==> config.mk <==
export PLATFORM = sky130hd
export DESIGN_NAME = phn_bin_mem
export DESIGN_NICKNAME = d
export VERILOG_FILES = /design/src/rtl/phn_pkg.sv /design/src/rtl/phn_bin_mem.sv
export SDC_FILE = /design/constraint.sdc
export NUM_CORES = 2
export LEC_CHECK = 0
export BUFFER_PORTS_ARGS = -buffer_cell sky130_fd_sc_hd__buf_4
export CAP_MARGIN = 10
export CORE_MARGIN = 2
export CORE_UTILIZATION = 63
export DETAILED_ROUTE_END_ITERATION = 8
export MAX_ROUTING_LAYER = met4
export PLACE_DENSITY = 0.76
export SETUP_SLACK_MARGIN = 0.4
export SKIP_LAST_GASP = 1
export SLEW_MARGIN = 40
export SYNTH_ARGS = -nofsm -noshare
export SYNTH_HDL_FRONTEND = slang
export SYNTH_MEMORY_MAX_BITS = 65536
export SYNTH_SLANG_ARGS = --single-unit
==> constraint.sdc <==
create_clock -name clk -period 3.3 [get_ports clk]
set_clock_uncertainty 0.15 [all_clocks]
set_input_delay 0.33 -clock clk [delete_from_list [all_inputs] [get_ports clk]]
set_output_delay 0.33 -clock clk [all_outputs]
set_load 0.02 [all_outputs]
==> src/rtl/phn_pkg.sv <==
// shared types, codes and sizing constants for the pixel histogram normalizer
package phn_pkg;

	// field widths fixed by the interface
	localparam int PIX_W     = 8;
	localparam int CNT_OUT_W = 17;
	localparam int SCALE_W   = 11;
	localparam int STEP_W    = $clog2(SCALE_W + 1);

	// defaults for the top-level parameters
	localparam int NUM_BINS_DEF   = 256;
	localparam int MAX_PIXELS_DEF = 65536;

	localparam logic [SCALE_W-1:0] SCALE_RESET = SCALE_W'(256);

	// command codes
	localparam logic [1:0] CMD_PIXEL = 2'd0;
	localparam logic [1:0] CMD_QUERY = 2'd1;
	localparam logic [1:0] CMD_CLEAR = 2'd2;

	typedef struct packed {
		logic [1:0]       cmd;
		logic [PIX_W-1:0] pixel_value;
		logic [PIX_W-1:0] query_bin;
	} in_item_t;

	typedef struct packed {
		logic [CNT_OUT_W-1:0] bin_count;
		logic [CNT_OUT_W-1:0] peak_count;
		logic [SCALE_W-1:0]   bar_height;
	} out_item_t;

	typedef struct packed {
		logic busy;
		logic done;
	} div_status_t;

	typedef enum logic {
		ST_CLEAR,
		ST_RUN
	} state_t;

endpackage

==> src/rtl/phn_bin_mem.sv <==
// bin count memory: one write and one registered read port, with write-to-read forwarding
module phn_bin_mem #(
	parameter int DEPTH = phn_pkg::NUM_BINS_DEF,
	parameter int AW    = $clog2(phn_pkg::NUM_BINS_DEF),
	parameter int DW    = $clog2(phn_pkg::MAX_PIXELS_DEF + 1)
) (
	input  logic          clk,
	input  logic          arst_n,
	input  logic          wr_en,
	input  logic [AW-1:0] wr_addr,
	input  logic [DW-1:0] wr_data,
	input  logic          rd_en,
	input  logic [AW-1:0] rd_addr,
	output logic [DW-1:0] rd_data
);

	logic [DW-1:0] mem [DEPTH];
	logic [DW-1:0] rd_q;
	logic [AW-1:0] rd_addr_q;
	logic          wr_en_q;
	logic [AW-1:0] wr_addr_q;
	logic [DW-1:0] wr_data_q;

	always_ff @(posedge clk) begin
		if (wr_en) begin
			mem[wr_addr] <= wr_data;
		end
		if (rd_en) begin
			rd_q      <= mem[rd_addr];
			rd_addr_q <= rd_addr;
		end
		wr_addr_q <= wr_addr;
		wr_data_q <= wr_data;
	end

	always_ff @(posedge clk or negedge arst_n) begin
		if (!arst_n) begin
			wr_en_q <= 1'b0;
		end else begin
			wr_en_q <= wr_en;
		end
	end

	// a write on the same edge as the read is not yet seen by the array read
	assign rd_data = (wr_en_q && (wr_addr_q == rd_addr_q)) ? wr_data_q : rd_q;

endmodule

# ---- Yosys cells after proc, flatten, opt, wreduce, memory -nomap -nowiden
# Memory sizes are Yosys's and may differ from the RTL's. A register that Yosys moved wholly into a read port is not among the register bits.
# Index checks and enable logic that the tools add are counted.
dict set report totals {
  mem_bits_ro 0
  wordCells 10
  latchBits 0
  n_memories 1
  ramBits 4352
  reg_bits 34
}
dict set report op_classes {
  bitwise_logic 0
  shifts 0
  addsub 0
  multipliers 0
  magnitude_cmp 0
  n_reduce_logical 1
  eq_ne 1
  mux 3
  div_mod_pow 0
}
# name depth width read_ports rd_ports_with_merged_regs wr line
set memory_table {}
lappend memory_table {mem 256 17 1 1 1 phn_bin_mem.sv:17} ;# logic [DW-1:0] mem [DEPTH];
# op n
set op_table {}
lappend op_table {{17-bit 2-to-1 mux} 1}
lappend op_table {{8-bit == test} 1}
lappend op_table {{1-bit 2-to-1 mux} 2}
lappend op_table {{1-bit logical AND} 1}

# ---- Depth between registers and ports, before layout
dict set report logic_depth {
  word_depth 3
  depth_mapped 13
}

# ---- Least setup slack after synthesis
# OpenSTA, ideal clock, no wires.
dict set report synth_timing {
  path_kind {input port to flip-flop}
  from {input port rd_addr[0]}
  to {register rd_q[15], read port of mem (data pin)}
  setup_ns 0.268
  path_slack_ns 0.431
  stages 9
  path_buffers 3
  required_ns 2.882
  t_arrival_ns 2.450
  path_cell_list {buf_4 -> buf_12 -> buf_2 -> mux4_2 -> mux4_2 -> mux2i_1 -> nor2_1 -> nor4_1 -> nor4b_2}
}
# item line
set synth_rtl {}
lappend synth_rtl {{from (decl)} phn_bin_mem.sv:13} ;# input logic [AW-1:0] rd_addr,
lappend synth_rtl {{to (decl)} phn_bin_mem.sv:18} ;# logic [DW-1:0] rd_q;

# ---- Final worst setup path
dict set report layout_timing {
  from {register rd_addr_q[4]}
  to {output port rd_data[4]}
}
dict set report layout_via {
  elab_chain_len 3
}
# item line
set layout_lines {}
lappend layout_lines {{from (decl)} phn_bin_mem.sv:19} ;# logic [AW-1:0] rd_addr_q;
lappend layout_lines {{from (signal assigned)} phn_bin_mem.sv:30} ;# rd_addr_q <= rd_addr;
lappend layout_lines {{8-bit == test} phn_bin_mem.sv:45} ;# assign rd_data = (wr_en_q && (wr_addr_q == rd_addr_q)) ? wr_data_q : rd_q;
lappend layout_lines {{1-bit logical AND} phn_bin_mem.sv:45}
lappend layout_lines {{17-bit 2-to-1 mux} phn_bin_mem.sv:45}
lappend layout_lines {{to (decl)} phn_bin_mem.sv:14} ;# output logic [DW-1:0] rd_data
# No other way between the ends.

==> run metrics <==
outcome=finished, violations left; failing checks=setup timing; normalized max-slew margin=38.5%; slowest cell delay on critical path=470 ps; row count=190; # port buffers=between 50 and 60; Yosys reg bits=4403; Layout area overhead=15.7%; remaining antenna violation count=0; crit-path max FO=17; WL per Instance=35.7 µm; global-route wire length before repair=652000 µm; syn nets=between 7000 and 8000; period utilisation layout=111%; Post-synth EDFFs=4377; Pleak=64.2 nW; mux cell area share after synthesis=15.3%; core area=268000 µm²; share of cells above drive strength 1=29.4%; Clk pin slew, worst setup/hold paths=60 ps; post-DP HPWL=approximately 280000 µm; Starting Density=63.3%; CP cell instances=xor2_1 > nor4_1 > nand3_1 > nor4_4 > buf_12 > mux2_2 > buf_4; Non-Filler Instances=13000; Synth Area in Adders=0%; Cell Area, Synth=between 150000 and 200000 µm²; Final Slew Violations=0; worst reg2reg startpoint=mem[149][11]; post-placement cell area=182000 µm²; die height=~520 µm; crit start category=flop; Filler Cell Count=14200; Design Power=between 100 and 150 mW; Hold Vio Cnt, Final=0; Compound-Gate Fraction of Synth Area=just under 3%; RD Place Congestion=slightly above 1; via count=approximately 90000; Post-Syn Instances=about 8000; CTS root buffer=clkbuf_16; initial antenna violation count=25; largest cells by area after synthesis=edfxtp_1 (77%), mux4_2 (12%), mux2i_1 (3.4%); Setup CP Type=flop to primary output; vias in the first global route=slightly below 90000; final wirelength=~460000 µm; Num CTS Buffers=421; Crit-path slowest cell=mux2_2; Synth Area in XOR/XNOR=0.0413%; Critical Path RT=2820 ps; Max Clock Freq=0.274 GHz; Distinct cells, synth=53; most common cell in the netlist=edfxtp_1; hold slack=95.8 ps; initial drt markers=between 15000 and 20000; boundary pin count=54; Clock Latency Late Sink=980 ps; cell area after layout=slightly below 200000 µm²; Hold Crit Class=primary input to flop; Final Worst Setup Slack=-353 ps; Seq/Total Area, Yosys=77.8%; maximum VDD drop=0.486 mV; Critical Path Sink Type=primary output; full die area=274000 µm²; worst setup path start=rd_addr_q[4]; # H-tree levels=5; NumNets Final=9102; list of most frequent post-synthesis cells=edfxtp_1 (4377), mux4_2 (878), mux2i_1 (581); Final min period=3650 ps; 1st-pass router iterations=9; Async S/R FF share, synth=0.0227%; cell taking the most area after synthesis=edfxtp_1; Power Density=593 nW/µm²; Yosys top cell area share=between 70 and 80%; placed cell count=12200; Tightest Pin Transition=916 ps; Max Buffers Root-to-Sink=4; Die Span X=523 µm; RSZ-0062 raised after global routing=yes; yosys warns=0; largest family of logic cells by synthesized area=multiplexers; max-cap violation count=0; Avg Inst Size Synth=roughly 21 µm²; Vias/cell=6.95; Fin Setup TNS=-4930 ps; Clock Sinks=4403; largest net degree at the start of global routing=129; worst hold start=wr_addr[6]; final setup fails=17; CP Data Arrival Time=3170 ps; GR Overflow Total=0; Total GRT Usage=34.9%; Synth Area in Simple Gates=2.33%; DRC viols=0; CTS tree=built; ys flop type=edfxtp_1
-- what timing repair did --
| item | in CTS | in global routing |
|---|---|---|
| resized for setup | 42 | 36 |
| setup endpoints to repair | 29 | 32 |
| buffers inserted | 0 | 2 |
| hold buffers | 35 | 0 |
| endpoints found under the hold margin | 1863 | 0 |
| pin swaps | 14 | 17 |
-- cell families after synthesis --
family	Yosys count
buffers and inverters	479
AOI/OAI and AO/OA	708
and+or+nand+nor	868
xor gates and xnor gates	8
DFF	4403
muxes	1487
-- stage by stage --
stage	utilization [%]	setup slack (ps)
6_report	73.3	-353
5_1_grt	73.3	-409
4_1_cts	73.1	-366
3_5_place_dp	67.8	-1110
3_3_place_gp	67.8	-1410
2_1_floorplan	-	431
-- final cells by class --
class,count,area [µm²],share of cell area [%]
sequential,4403,132000,67.2
inverter,4,27.5,0.0140
clock inverter,263,2540,1.29
tap,3552,4440,2.26
timing repair buffer,1164,10700,5.45
antenna,22,55.1,0.0280
multi-input combinational,3071,35500,18.1
clock buffer,504,11100,5.64
-- sequential cells by signal, summed over array words and instances, names as in the netlist --
signal     flops
mem         4352
wr_addr_q      8
wr_data_q     17
rd_addr_q      8
wr_en_q        1
rd_q          17
-- cell usage in the layout (no fill, tap or decap), types with 130 or more instances in the layout --
cell type / instances
nor3_1: 173
buf_4: 972
edfxtp_1: 4377
o22ai_1: 236
nor2_1: 412
clkbuf_16: 429
a21oi_1: 131
buf_12: 130
mux4_2: 878
mux2i_1: 580
-- critical path, delay by kind of cell, from the launching register on --
| family | cells | cell delay, ps |
|---|---|---|
| simple gates | 3 | 720 |
| mux | 1 | 470 |
| buf+inv | 2 | 430 |
| flops | 1 | 390 |
| xor+xnor | 1 | 170 |
-- path summary, 6_finish.rpt --
| check | end | slack, ps | cells past startpoint |
|---|---|---|---|
| min in group asynchronous | wr_en_q | 160 | 3 |
| hold reg to reg | rd_q[2] | 1050 | 5 |
| max in group asynchronous | wr_en_q | 2650 | 3 |
| hold / removal | wr_addr_q[6] | 100 | 2 |
| setup reg to reg | rd_q[11] | 300 | 8 |
| setup / recovery | rd_data[4] | -350 | 7 |
-- report_power, final --
part           total [mW]  switching, mW  internal, mW  leakage, nW
clock network        48.0           20.7          27.3         6.67
logic                6.77           4.21          2.56         17.9
registers            61.7         0.0859          61.6         39.6
total                 117           25.0          91.5         64.2
-- per-layer routing --
layer / GRT usage (%) / wire, µm
met1: 46.1 / 158000
met2: 52.8 / 223000
met3: 6.91 / 55100
met4: 17.3 / 27600
met5: - / 0
Note: power is estimated with default switching activity, not from simulation.
