## config.mk

```make
export PLATFORM = sky130hd
export DESIGN_NAME = phn_div_unit
export DESIGN_NICKNAME = d
export VERILOG_FILES = /design/src/rtl/phn_pkg.sv /design/src/rtl/phn_div_unit.sv
export SDC_FILE = /design/constraint.sdc
export NUM_CORES = 1
export LEC_CHECK = 0
export ABC_AREA = 1
export BUFFER_PORTS_ARGS = -buffer_cell sky130_fd_sc_hd__buf_2
export CORE_ASPECT_RATIO = 0.75
export CORE_UTILIZATION = 30
export DETAILED_ROUTE_END_ITERATION = 8
export SYNTH_ARGS = -nofsm -noshare
export SYNTH_HDL_FRONTEND = slang
export SYNTH_SLANG_ARGS = --single-unit
```

## constraint.sdc

```tcl
create_clock -name clk -period 6.61 [get_ports clk]
set_clock_uncertainty 0.05 [all_clocks]
set_input_delay 0.661 -clock clk [delete_from_list [all_inputs] [get_ports clk]]
set_output_delay 0.661 -clock clk [all_outputs]
set_load 0.02 [all_outputs]
```

## src/rtl/phn_pkg.sv

```systemverilog
// shared types, codes and sizing constants for the pixel histogram normalizer
package phn_pkg;

	// field widths fixed by the interface
	localparam int PIX_W     = 8;
	localparam int CNT_OUT_W = 17;
	localparam int SCALE_W   = 11;
	localparam int STEP_W    = $clog2(SCALE_W + 1);

	// defaults for the top-level parameters
	localparam int NUM_BINS_DEF   = 256;
	localparam int MAX_PIXELS_DEF = 65536;

	localparam logic [SCALE_W-1:0] SCALE_RESET = SCALE_W'(256);

	// command codes
	localparam logic [1:0] CMD_PIXEL = 2'd0;
	localparam logic [1:0] CMD_QUERY = 2'd1;
	localparam logic [1:0] CMD_CLEAR = 2'd2;

	typedef struct packed {
		logic [1:0]       cmd;
		logic [PIX_W-1:0] pixel_value;
		logic [PIX_W-1:0] query_bin;
	} in_item_t;

	typedef struct packed {
		logic [CNT_OUT_W-1:0] bin_count;
		logic [CNT_OUT_W-1:0] peak_count;
		logic [SCALE_W-1:0]   bar_height;
	} out_item_t;

	typedef struct packed {
		logic busy;
		logic done;
	} div_status_t;

	typedef enum logic {
		ST_CLEAR,
		ST_RUN
	} state_t;

endpackage

```

## src/rtl/phn_div_unit.sv

```systemverilog
// bar height unit: count times scale, then one quotient bit per cycle over the peak
module phn_div_unit #(
	parameter int CNT_W = $clog2(phn_pkg::MAX_PIXELS_DEF + 1)
) (
	input  logic                         clk,
	input  logic                         arst_n,
	input  logic                         start,
	input  logic [CNT_W-1:0]             count,
	input  logic [CNT_W-1:0]             peak,
	input  logic [phn_pkg::SCALE_W-1:0]  scale,
	output phn_pkg::div_status_t         status,
	output logic [phn_pkg::SCALE_W-1:0]  quotient
);

	localparam int SW = phn_pkg::SCALE_W;
	localparam int PW = CNT_W + SW;

	logic                          busy_q;
	logic                          mul_q;
	logic                          done_q;
	logic [phn_pkg::STEP_W-1:0]    step_q;
	logic [CNT_W-1:0]              cnt_q;
	logic [CNT_W-1:0]              den_q;
	logic [SW-1:0]                 scl_q;
	logic                          zero_q;
	logic [CNT_W-1:0]              rem_q;
	logic [SW-1:0]                 low_q;
	logic [SW-1:0]                 quo_q;

	logic [PW-1:0]    prod;
	logic [CNT_W:0]   trial;
	logic [CNT_W:0]   diff;
	logic             ge;

	assign prod  = PW'(cnt_q) * PW'(scl_q);
	assign trial = {rem_q, low_q[SW-1]};
	assign diff  = trial - {1'b0, den_q};
	assign ge    = (trial >= {1'b0, den_q});

	always_ff @(posedge clk or negedge arst_n) begin
		if (!arst_n) begin
			busy_q <= 1'b0;
			mul_q  <= 1'b0;
			done_q <= 1'b0;
			step_q <= '0;
		end else begin
			done_q <= 1'b0;
			if (start) begin
				busy_q <= 1'b1;
				mul_q  <= 1'b1;
			end else if (mul_q) begin
				mul_q  <= 1'b0;
				step_q <= '0;
			end else if (busy_q) begin
				step_q <= step_q + 1'b1;
				if (step_q == phn_pkg::STEP_W'(SW - 1)) begin
					busy_q <= 1'b0;
					done_q <= 1'b1;
				end
			end
		end
	end

	always_ff @(posedge clk) begin
		if (start) begin
			cnt_q  <= count;
			den_q  <= peak;
			scl_q  <= scale;
			zero_q <= (peak == '0);
		end else if (mul_q) begin
			// upper product bits are below the peak since count <= peak
			rem_q <= prod[PW-1:SW];
			low_q <= prod[SW-1:0];
			quo_q <= '0;
		end else if (busy_q) begin
			rem_q <= ge ? diff[CNT_W-1:0] : trial[CNT_W-1:0];
			low_q <= {low_q[SW-2:0], 1'b0};
			quo_q <= {quo_q[SW-2:0], ge};
		end
	end

	assign status.busy = busy_q;
	assign status.done = done_q;
	assign quotient    = zero_q ? '0 : quo_q;

endmodule

```

* Word-level counts from Yosys, hierarchy flattened
Index checks and enable logic that the tools add are counted.
** Storage, ports and cells
- Input bits :: 48
- Register bits after elaboration :: 92
- Word-level logic and storage cells :: 39
- Output and inout port bits :: 13
** Operators by class
- Multiplexer cells :: 18
- Bitwise operators :: 1
- Eq/ne operators :: 2
- Multiply operators :: 1
- Order comparisons :: 1
- Reductions and logical operators :: 3
- $add $sub $neg :: 2
** Operator list (number)
- $mux 17 :: 3
- $mux 11 :: 4
- $mul 17x11->28 :: 1
- $ge 18x17->1 :: 1
- $logic_not 17->1 :: 1
- $sub 17x17->17 :: 1
- $mux 1 :: 9
- $mux 4 :: 2
- $add 4x1->4 const B :: 1
- $eq 4x4->1 const B :: 1
- $ne 2x2->1 const B :: 1
- $reduce_and 2->1 :: 1
- $reduce_bool 2->1 :: 1
- $not 1->1 :: 1

* Longest topological paths before layout
- Word-level depth :: 5
- Gate-level depth with buffers :: 25
- Depth with buffers taken out :: 23

* Worst setup path after synthesis
OpenSTA, ideal clock, no wires.
- Path type :: register to register
- Start point :: register scl_q[7]
- End point :: register rem_q[4] (data pin)
- Slack :: 1.535 ns
- Cell stages (with the launch flop) :: 20
- Clock period less this slack :: 5.075 ns
- Required time :: 6.307 ns
- Setup time :: 0.253 ns
- Arrival time :: 4.772 ns
- Buffers on the path :: 2
- Cells stage by stage :: edfxtp_1 > clkbuf_1 > clkbuf_1 > nand2_1 > fa_1 > inv_1 > fa_1 > fa_1 > fa_1 > inv_1 > fa_1 > inv_1 > ha_1 > nand2_1 > nor2_1 > and2_1 > a21oi_1 > or2_2 > nand2_1 > nand2_1
** Between the ends
- Word-level cells in the longest chain between the ends :: 2
** Ends and longest elaborated chain
- start, declared :: RTL line phn_div_unit.sv:24 : logic [SW-1:0] scl_q;
- start signal, assigned :: RTL line phn_div_unit.sv:68 : scl_q <= scale;
- $mul 17x11->28 :: RTL line phn_div_unit.sv:35 : assign prod = PW'(cnt_q) * PW'(scl_q);
- $mux 17 :: RTL line phn_div_unit.sv:70 : end else if (mul_q) begin
- end signal, assigned :: RTL line phn_div_unit.sv:72 : rem_q <= prod[PW-1:SW];
- end signal, assigned :: RTL line phn_div_unit.sv:76 : rem_q <= ge ? diff[CNT_W-1:0] : trial[CNT_W-1:0];
- end, declared :: RTL line phn_div_unit.sv:26 : logic [CNT_W-1:0] rem_q;
Every way passes these cells.
A chain may end at the register's enable or synchronous reset.

* Final worst setup path
- Start point :: register scl_q[7]
- End point :: register rem_q[10] (data pin)
Same word-level chain as after synthesis.

==> flow_summary.json <==
{
  "cts_tree": "built",
  "period_share_pct": 85.74,
  "required_ns": 6.70,
  "fmax_ghz": 0.1765,
  "synth_fp_nets": 1784,
  "clockBufferDepth": 2,
  "cpMostUsedCell": "nand2_1",
  "finalCriticalPeriod_ns": 5.667,
  "cts-root-buf": "clkbuf_16",
  "ys_warn_count": 0,
  "yosysTopAreaCellShare_pct": 23.46,
  "syn_inst": 1516,
  "syn_area_per_cell_um2": 7.598,
  "ios": 61,
  "coreArea_um2": 37470,
  "worstPathCellList": "nand2_1 -> fa_1 -> inv_1 -> fa_1 -> fa_1 -> fa_1 -> inv_1 -> fa_1 -> inv_1 -> ha_1 -> nand2_1 -> nor2_1 -> nand3_1 -> nand3b_1 -> nand2_1 -> nand2_1 -> nand2_1 -> nand3_1 -> nand2_1",
  "port_buffers": 60,
  "cts_resized": 0,
  "die_h_um": 171.7,
  "initial_core_util_pct": 30.74,
  "path_class": "reg -> reg",
  "drive_gt1_share_pct": 7.523,
  "seq_area_frac_synth_pct": 23.68,
  "critPathTopFamily": "adder cells",
  "slew_violations": 0,
  "hp-class": "in -> async",
  "worst_path_max_delay_cell": "edfxtp_1",
  "cts_buffers": 9,
  "synthArstFlopShare_pct": 7.609,
  "timing.hold.ws_ns": 0.04811,
  "cts_num_sinks": 92,
  "grt_usage_pct": 15.00,
  "die_x_um": 228.3,
  "grt_pass1_wl_um": 46460,
  "final_util_pct": 33.45,
  "antenna_cells": 0,
  "crit_fanout": 17,
  "synth-edff-count": 85,
  "grt_pass1_vias": 8992,
  "route.detailed.drc": 0,
  "synth-main-ff-cell": "edfxtp_1",
  "slowest_delay_ns": 0.84,
  "drt_iter0_markers": 662,
  "maxCapViolCount": 0,
  "ys_ff_latch": 92,
  "rows": 61,
  "htreeDepth": 3,
  "antenna_found_initial": 0,
  "area.growth.synth_to_final_pct": 8.831,
  "cts.clk_slew.worst_paths_ns": 0.08,
  "slew-limit-headroom_pct": 28.34,
  "syn_area_um2": 11520,
  "worst_pin_slew_ns": 1.075,
  "wire_per_inst_um": 13.54,
  "vias": 9074,
  "cp_num_buf_inv": 3,
  "post-synth-top-area-cell": "fa_1",
  "synth.top_cells.by_area": "fa_1 23%, edfxtp_1 22%, nand2_1 15%, inv_1 13%, ha_1 9.2%",
  "cts-hold-fix-buffers": 0,
  "via_per_inst": 4.435,
  "cp-start-kind": "flip-flop",
  "antenna_left": 0,
  "end_kind": "flip-flop",
  "post_cts_buffers": 0,
  "final_net_count": 1805,
  "routed_wl_um": 27700,
  "hold_viol_final": 0,
  "gp_congestion": 0.8944,
  "clock_latency_ns": 0.38,
  "synth.distinct_cells": 37,
  "dr.pass1.iters": 5,
  "status": "complete, no violations",
  "grt_overflow_total": 0,
  "setup_viol": 0,
  "die_area_um2": 39190,
  "grt_start_max_net_pins": 52,
  "hpwl_um": 22230,
  "cp.arrival_ns": 5.76,
  "yosysMostFrequentCell": "nand2_1",
  "synthTopCellsByCount": "474 x nand2_1, 401 x inv_1, 135 x fa_1, 85 x edfxtp_1, 85 x ha_1",
  "fin_tns_setup_ns": 0,
  "grt_setup_unrepaired": "false"
}
final timing paths:
kind | start | endpoint | slack (ns) | cells after the start
worst max register to register | scl_q[7] | rem_q[10] | 0.94 | 19
max in group asynchronous | arst_n | busy_q | 6.30 | 1
worst max-delay path | scl_q[7] | rem_q[10] | 0.94 | 19
worst min register to register | low_q[0] | low_q[1] | 0.46 | 2
min in group clk | count[9] | cnt_q[9] | 0.40 | 1
worst min-delay path | arst_n | step_q[3] | 0.05 | 1
cell usage in the layout, fill, tap and decap left out, types with 3 or more instances in the layout:
master     Yosys  final
inv_6          0      3
edfxtp_1      85     85
and2_1         5      5
xnor2_1       12     12
inv_2          6      6
o21ai_0       13     13
nand3b_1      12     12
xor2_1         5      5
buf_2          4     60
nand4_1       14     14
ha_1          85     85
a21oi_1       29     28
dfrtp_1        7      7
nand2_2       17     17
fa_1         135    135
inv_1        401    401
nand2_1      474    474
nor3_1         5      5
nand3_1       65     65
nor2_1        68     68
nor4_1         5      5
nor2_2         5      5
clkbuf_16      0      9
worst register-to-register path: stages (launching register included):
cell and delay, ns:
edfxtp_1 0.84, nand2_1 0.19, fa_1 0.59, inv_1 0.05
fa_1 0.47, fa_1 0.52, fa_1 0.55, inv_1 0.05
fa_1 0.52, inv_1 0.04, ha_1 0.35, nand2_1 0.13
nor2_1 0.38, nand3_1 0.14, nand3b_1 0.19, nand2_1 0.10
nand2_1 0.07, nand2_1 0.05, nand3_1 0.08, nand2_1 0.07
per-stage QoR:
step                cell area [um^2]  setup WS (ns)  cells
floorplan                      11520          1.535   1516
global placement               12240         0.9951   2030
detailed placement             12240         0.9826   2030
CTS                            12540         0.9717   2046
global route                   12540         0.6538   2046
finish                         12540         0.9428   2046
registers in the layout, indices dropped and copies added (netlist names):
signal and count:
done_q 1, low_q 11, mul_q 1, den_q 17
busy_q 1, rem_q 17, zero_q 1, cnt_q 17
quo_q 11, step_q 4, scl_q 11
cell families (layout without fill, tap and decap cells):
family | count (synthesis) | in the layout | synth area share [%]
xor gates and xnor gates | 17 | 17 | 1.293
buffers and inverters | 459 | 485 | 15.27
and+or+nand+nor | 679 | 679 | 24.78
adders and majority gates | 220 | 220 | 32.70
AOI/OAI and AO/OA | 49 | 49 | 2.281
DFF | 92 | 92 | 23.68
layer usage:
metal	part of all wire, %	track usage [%]	vias to the layer above
li1	-	-	4507
met5	0	0	-
met4	1.1	3.151	0
met2	43	23.57	188
met1	50	21.59	4358
met3	5.3	2.520	21
final cells by class:
class                   count  area, um^2
flip-flops and latches     92        2728
multi-input cells         965        7043
inverters                 407        1528
repair buffers             62       315.3
fillers                  3988       24940
well taps                 504       630.6
clock buffers               9       225.2
clock inverters             7       66.31
Power is left out: the tool's default activity adds up to more than one toggle a clock period on the data nets, which glitch-free logic cannot reach.
